### src/rtl/ecmb_pkg.sv
// shared types, constants and arithmetic helpers for the camera matrix builder
package ecmb_pkg;

    localparam int unsigned PosW  = 28;
    localparam int unsigned AngW  = 16;
    localparam int unsigned OrdW  = 3;
    localparam int unsigned EntW  = 32;

    localparam logic signed [18:0] Q16One = 19'sd65536;

    localparam logic [16:0] SinC1 = 17'd102944;
    localparam logic [16:0] SinC3 = 17'd42334;
    localparam logic [16:0] SinC5 = 17'd5223;
    localparam logic [16:0] SinC7 = 17'd297;

    // rotation multiply orders
    typedef enum logic [2:0] {
        ORD_XYZ = 3'd0,
        ORD_YXZ = 3'd1,
        ORD_XZY = 3'd2,
        ORD_YZX = 3'd3,
        ORD_ZYX = 3'd4,
        ORD_ZXY = 3'd5
    } t_ord;

    // 3x3 matrix of q16 entries, fits [-2^18, 2^18)
    typedef logic signed [18:0] t_m3 [3][3];

    // position and order fields of an input beat
    typedef struct packed {
        logic signed [PosW-1:0] pos_x;
        logic signed [PosW-1:0] pos_y;
        logic signed [PosW-1:0] pos_z;
        logic [OrdW-1:0]        rot_order;
    } t_side;

    // round-half-up q16: (v + 32768) >> 16 arithmetic equals the floor form
    function automatic logic signed [47:0] rnd48(input logic signed [63:0] v);
        logic signed [63:0] w;
        w = v + 64'sd32768;
        return w[63:16];
    endfunction

    function automatic logic signed [EntW-1:0] sat32(input logic signed [47:0] v);
        if (v > 48'sd2147483647) return 32'sh7fffffff;
        else if (v < -48'sd2147483648) return 32'sh80000000;
        else return v[31:0];
    endfunction

endpackage

### src/rtl/ecmb_sincos.sv
// pipelined polynomial sine, four register stages
module ecmb_sincos
    import ecmb_pkg::*;
(
    input  logic                   i_clk,
    input  logic                   i_en,
    input  logic [AngW-1:0]        i_ang,
    output logic signed [17:0]     o_sin
);
    logic [1:0]  r_q1, r_q2, r_q3, r_q4;
    logic [16:0] r_t1, r_t2, r_t3, r_t4;
    logic [16:0] r_t21, r_t22, r_t23;
    logic [16:0] r_p2, r_p3, r_p4;
    logic [14:0] n_u;
    logic [16:0] n_t;
    logic [33:0] n_sq, n_m2, n_m3, n_m4, n_m5;
    logic [16:0] n_p2, n_p3, n_p4;

    // stage 1: fold quadrant and square
    always_comb begin
        n_u  = i_ang[14] ? (15'd16384 - {1'b0, i_ang[13:0]}) : {1'b0, i_ang[13:0]};
        n_t  = {n_u, 2'b00};
        n_sq = n_t * n_t;
    end
    // stage 2..4: horner steps
    always_comb begin
        n_m2 = r_t21 * SinC7;
        n_p2 = SinC5 - n_m2[32:16];
        n_m3 = r_t22 * r_p2;
        n_p3 = SinC3 - n_m3[32:16];
        n_m4 = r_t23 * r_p3;
        n_p4 = SinC1 - n_m4[32:16];
        n_m5 = r_t4 * r_p4;
    end

    always_ff @(posedge i_clk) begin
        if (i_en) begin
            r_q1 <= i_ang[15:14]; r_t1 <= n_t; r_t21 <= n_sq[32:16];
            r_q2 <= r_q1; r_t2 <= r_t1; r_t22 <= r_t21; r_p2 <= n_p2;
            r_q3 <= r_q2; r_t3 <= r_t2; r_t23 <= r_t22; r_p3 <= n_p3;
            r_q4 <= r_q3; r_t4 <= r_t3; r_p4 <= n_p4;
        end
    end

    assign o_sin = r_q4[1] ? -$signed({1'b0, n_m5[32:16]}) : $signed({1'b0, n_m5[32:16]});
endmodule

### config.mk
export PLATFORM = sky130hd
export DESIGN_NAME = ecmb_sincos
export DESIGN_NICKNAME = d
export VERILOG_FILES = /design/src/rtl/ecmb_pkg.sv /design/src/rtl/ecmb_sincos.sv
export SDC_FILE = /design/constraint.sdc
export NUM_CORES = 2
export LEC_CHECK = 0
export ABC_AREA = 1
export CORE_ASPECT_RATIO = 1.1
export CORE_MARGIN = 1.5
export CORE_UTILIZATION = 35
export CTS_CLUSTER_SIZE = 30
export DETAILED_ROUTE_END_ITERATION = 16
export DONT_BUFFER_PORTS = 1
export GPL_TIMING_DRIVEN = 1
export PLACE_DENSITY_LB_ADDON = 0.12
export SLEW_MARGIN = 20
export SYNTH_ARGS = -nofsm -noshare
export SYNTH_HDL_FRONTEND = slang
export SYNTH_SLANG_ARGS = --single-unit
### constraint.sdc
create_clock -name i_clk -period 8.7 [get_ports i_clk]
set_clock_uncertainty 0.15 [all_clocks]
set_input_delay 1.74 -clock i_clk [delete_from_list [all_inputs] [get_ports i_clk]]
set_output_delay 1.74 -clock i_clk [all_outputs]
set_load 0.005 [all_outputs]
; ---- Word-level counts from Yosys, hierarchy flattened
; Cells that the tools add are included.
[word_totals]
register_bits = 170
output_inout_bits = 18
[classes]
n_addsub = 5
n_mul = 5
n_mux = 2
[op_table]
columns = cell, count
row1 = $mul 17x17->33, 2
row2 = $mul 15x17->31, 1
row3 = $mul 15x15->29, 1
row4 = $mul 17x9->26 const B, 1
row5 = $mux 18, 1
row6 = $neg 17->18, 1
row7 = $sub 16x17->17 const A, 1
row8 = $sub 17x17->17 const A, 1
row9 = $mux 15, 1
row10 = $sub 15x14->15 const A, 1
row11 = $sub 13x10->14 const A, 1

; ---- Logic depth before layout (Yosys ltp)
[logic_depth]
depth_word = 3
mapped_depth = 37
depth_no_buf = 35

; ---- Worst setup path before layout
; Ideal clock, no wire load.
[synth_path]
path_type = input to register
startpoint = in i_ang[0]
endpoint = reg r_t21[11], data pin
setup_ps = 260
t_arrival_ps = 7368
setup_slack_ps = 922
path_stages = 32
n_path_buf = 1
cell_sequence = clkinv_1 ha_1 inv_1 nor2_1 nand2_1 inv_1 nand4_1 xor2_1 nand2_1 nand2_1 clkbuf_1 nor2_1 fa_1 inv_1 fa_1 inv_1 fa_1 fa_1 fa_1 inv_1 fa_1 inv_1 ha_1 a21oi_1 o21ai_0 a21oi_1 o21ai_2 nand2_1 nand2_1 nand2_1 nand2_1 xor2_1
[synth_between]
elab_chain_cells = 3
[synth_lines]
columns = item, line_no
row1 = from (decl), ecmb_sincos.sv:7  ; input logic [AngW-1:0] i_ang,
row2 = $sub 15x14->15, ecmb_sincos.sv:21  ; n_u = i_ang[14] ? (15'd16384 - {1'b0, i_ang[13:0]}) : {1'b0, i_ang[13:0]};
row3 = $mux 15 *, ecmb_sincos.sv:21
row4 = $mul 15x15->29 *, ecmb_sincos.sv:23  ; n_sq = n_t * n_t;
row5 = via n_sq[27], ecmb_sincos.sv:16  ; logic [33:0] n_sq, n_m2, n_m3, n_m4, n_m5;
row6 = to (signal assigned), ecmb_sincos.sv:38  ; r_q1 <= i_ang[15:14]; r_t1 <= n_t; r_t21 <= n_sq[32:16];
row7 = to (decl), ecmb_sincos.sv:12  ; logic [16:0] r_t21, r_t22, r_t23;
; Mark *: on every way through the listed nets, which the timed path passes. The rest lies on a longest branch.
; A chain may end at the register's enable or synchronous reset.

; ---- Worst setup path in the final report
[layout_path]
startpoint = reg r_t4[6]
endpoint = out o_sin[13]
[layout_between]
elab_chain_cells = 3
[layout_lines]
columns = item, line_no
row1 = from (decl), ecmb_sincos.sv:11  ; logic [16:0] r_t1, r_t2, r_t3, r_t4;
row2 = from (signal assigned), ecmb_sincos.sv:41  ; r_q4 <= r_q3; r_t4 <= r_t3; r_p4 <= n_p4;
row3 = $mul 15x17->31 *, ecmb_sincos.sv:33  ; n_m5 = r_t4 * r_p4;
row4 = $neg 17->18, ecmb_sincos.sv:45  ; assign o_sin = r_q4[1] ? -$signed({1'b0, n_m5[32:16]}) : $signed({1'b0, n_m5[32:16]});
row5 = $mux 18 *, ecmb_sincos.sv:45
row6 = to (decl), ecmb_sincos.sv:8  ; output logic signed [17:0] o_sin
; Every way passes the cells marked *; elsewhere a longest branch is shown, timed or not.

==> flow_metrics.env <==
export IMPL_outcome="complete, no violations"
export IMPL_relSlewSlack=0.359
export IMPL_fp_coreArea_sq_um=116000
export IMPL_ys_ff_latch=159
export IMPL_ys_warn_count=0
export IMPL_critPathArrivalTime_ns=6.54
export IMPL_setup_violations_final=0
export IMPL_yosysSeqAreaShare=0.116
export IMPL_netlist_area_sq_um=41300
export IMPL_ios=36
export IMPL_cp_max_fo=4
export IMPL_ant_nets=0
export IMPL_final_area_sq_um=44600
export IMPL_slew_violations=0
export IMPL_synth_area_leader_cell="fa_1"
export IMPL_syn_mean_instance_area_sq_um=7.73
export IMPL_async_reset_ff_frac=0
export IMPL_initial_core_util=0.354
export IMPL_min_delay_path_class="reg2reg"
export IMPL_placed_area_sq_um=43000
export IMPL_fp_row_count=131
export IMPL_place_congestion=0.867
export IMPL_cp_start_kind="flop"
export IMPL_h_tree_depth=4
export IMPL_vias=31300
export IMPL_layout_min_cycle_time_ns=8.43
export IMPL_cp_slowest_cell="fa_1"
export IMPL_drive_gt1_frac=0.0607
export IMPL_area_growth_pct=8.19
export IMPL_max_stage_delay_ns=0.55
export IMPL_crit_family="adder cells"
export IMPL_synthTopCellsByArea="fa_1 34%, ha_1 14%, inv_1 14%"
export IMPL_fin_util=0.384
export IMPL_antenna_found_initial=0
export IMPL_grt_pass1_vias=33100
export IMPL_synth_cell_types=52
export IMPL_grt_max_degree=160
export IMPL_synthFlopType="edfxtp_1"
export IMPL_syn_inst=5334
export IMPL_grt_overflow_total=0
export IMPL_routed_wl_mm=106
export IMPL_die_h_um=363
export IMPL_dp_hpwl_mm=88.8
export IMPL_cts_clk_slew_worst_paths_ns=0.08
export IMPL_crit_type="reg2out"
export IMPL_crit_required_ns=6.81
export IMPL_grt_first_pass_wirelength_mm=175
export IMPL_hold_viol=0
export IMPL_synth_edf_count=159
export IMPL_clock_sinks=159
export IMPL_fmax_mhz=119
export IMPL_critPathBufInv=11
export IMPL_tritoncts="yes"
export IMPL_numCtsBuffers=17
export IMPL_clockBufferDepth=2
export IMPL_clock_latency_ns=0.50
export IMPL_crit_top_cell="fa_1"
export IMPL_yosysTopAreaCellShare=0.343
export IMPL_fin_nets=6502
export IMPL_die_area_sq_um=120000
export IMPL_place_port_buffers=0
export IMPL_cts_root_buffer="clkbuf_16"
export IMPL_wl_per_cell_um=15.4
export IMPL_finalCritPeriodShare=0.969
export IMPL_mostFrequentLayoutCells="1510 x inv_1, 1413 x nand2_1, 706 x fa_1"
export IMPL_die_w_um=330
export IMPL_vias_per_cell=4.57
export IMPL_dr_pass1_iters=5
export IMPL_rsz0062_at_grt="true"
export IMPL_tns_ns=0
export IMPL_drt_iter0_drc=1396
export IMPL_drc=0
export IMPL_grt_total_usage=0.184
export IMPL_drv_cap=0
export IMPL_num_antenna_cells=0
export IMPL_final_common_cell="inv_1"
export IMPL_tightest_slew_ns=0.962
export IMPL_critPathCaptureType="primary output"
export IMPL_cts_hold_buf=0
path summary, 6_finish.rpt:
check          start   endpoint  slack (ns)  depth (start not counted)
max reg2reg  r_p2[2]   r_p3[14]        1.69                         25
max          r_t4[6]  o_sin[13]        0.27                         31
min          r_t2[9]    r_t3[9]        0.27                          0
min reg2reg  r_t2[9]    r_t3[9]        0.27                          0
flip-flops by register name, indices dropped and copies added (netlist names):
register / cells
r_p3: 16
r_t3: 15
r_t1: 15
r_t2: 15
r_t23: 17
r_p4: 17
r_t22: 17
r_q3: 1
r_q1: 1
r_q4: 1
r_t21: 17
r_p2: 11
r_t4: 15
r_q2: 1
repair_timing:
item | CTS | global route
pin swaps | 1 | 57
endpoints found under the setup margin | 13 | 15
resized for setup | 7 | 136
setup buffers | 29 | 31
layout make-up:
| class | count | area, sq um |
|---|---|---|
| Fill cell | 12300 | 71700 |
| Clock inverter | 15 | 208 |
| Sequential cell | 159 | 4770 |
| Inverter | 1546 | 5800 |
| Clock buffer | 17 | 425 |
| Multi-Input combinational cell | 3474 | 30600 |
| Tap cell | 1529 | 1910 |
| Timing Repair Buffer | 110 | 940 |
metal layers:
metal  routed length [um]  GRT usage  share of wire  vias to the layer above
li1                     -          -              -                    15500
met1                47200      0.237           0.45                    15400
met2                54900      0.338           0.52                      363
met3                 2370     0.0135          0.022                       61
met4                 1310     0.0349          0.012                        0
met5                    0          0              0                        -
per-stage QoR:
stage / worst slack [ns] / std cells / hold WS [ns]
floorplan: 0.922 / 5342 / 0.250
global placement: 0.299 / 6759 / 0.252
detailed placement: 0.205 / 6759 / 0.255
CTS: 0.0000471 / 6820 / 0.275
global route: -0.0380 / 6850 / 0.279
finish: 0.271 / 6850 / 0.273
cells by family after synthesis:
| family | after synthesis | synth area share |
|---|---|---|
| AND/OR/NAND/NOR | 1966 | 0.192 |
| buffers and inverters | 1709 | 0.156 |
| adder cells (fa/ha/maj) | 1176 | 0.485 |
| AO/OA/AOI/OAI | 247 | 0.0342 |
| flip-flops | 159 | 0.116 |
| XOR/XNOR | 75 | 0.0165 |
| other | 2 | 0.000182 |
cells in the mapped netlist, types with 10 or more instances:
master	number
nand3_1	133
clkbuf_1	156
nor4_1	10
xor2_1	49
inv_1	1528
edfxtp_1	159
ha_1	470
inv_2	16
nand2_2	13
o21ai_0	51
nand4_1	42
nor2_2	21
o21ai_1	12
nor2_1	243
o21bai_1	18
nand2_1	1452
a21oi_1	128
xnor2_1	23
nand3b_1	13
nor3_1	19
fa_1	706
Power is not shown: default switching activity piles up to over one toggle a cycle in this logic, so the estimate is an artifact.
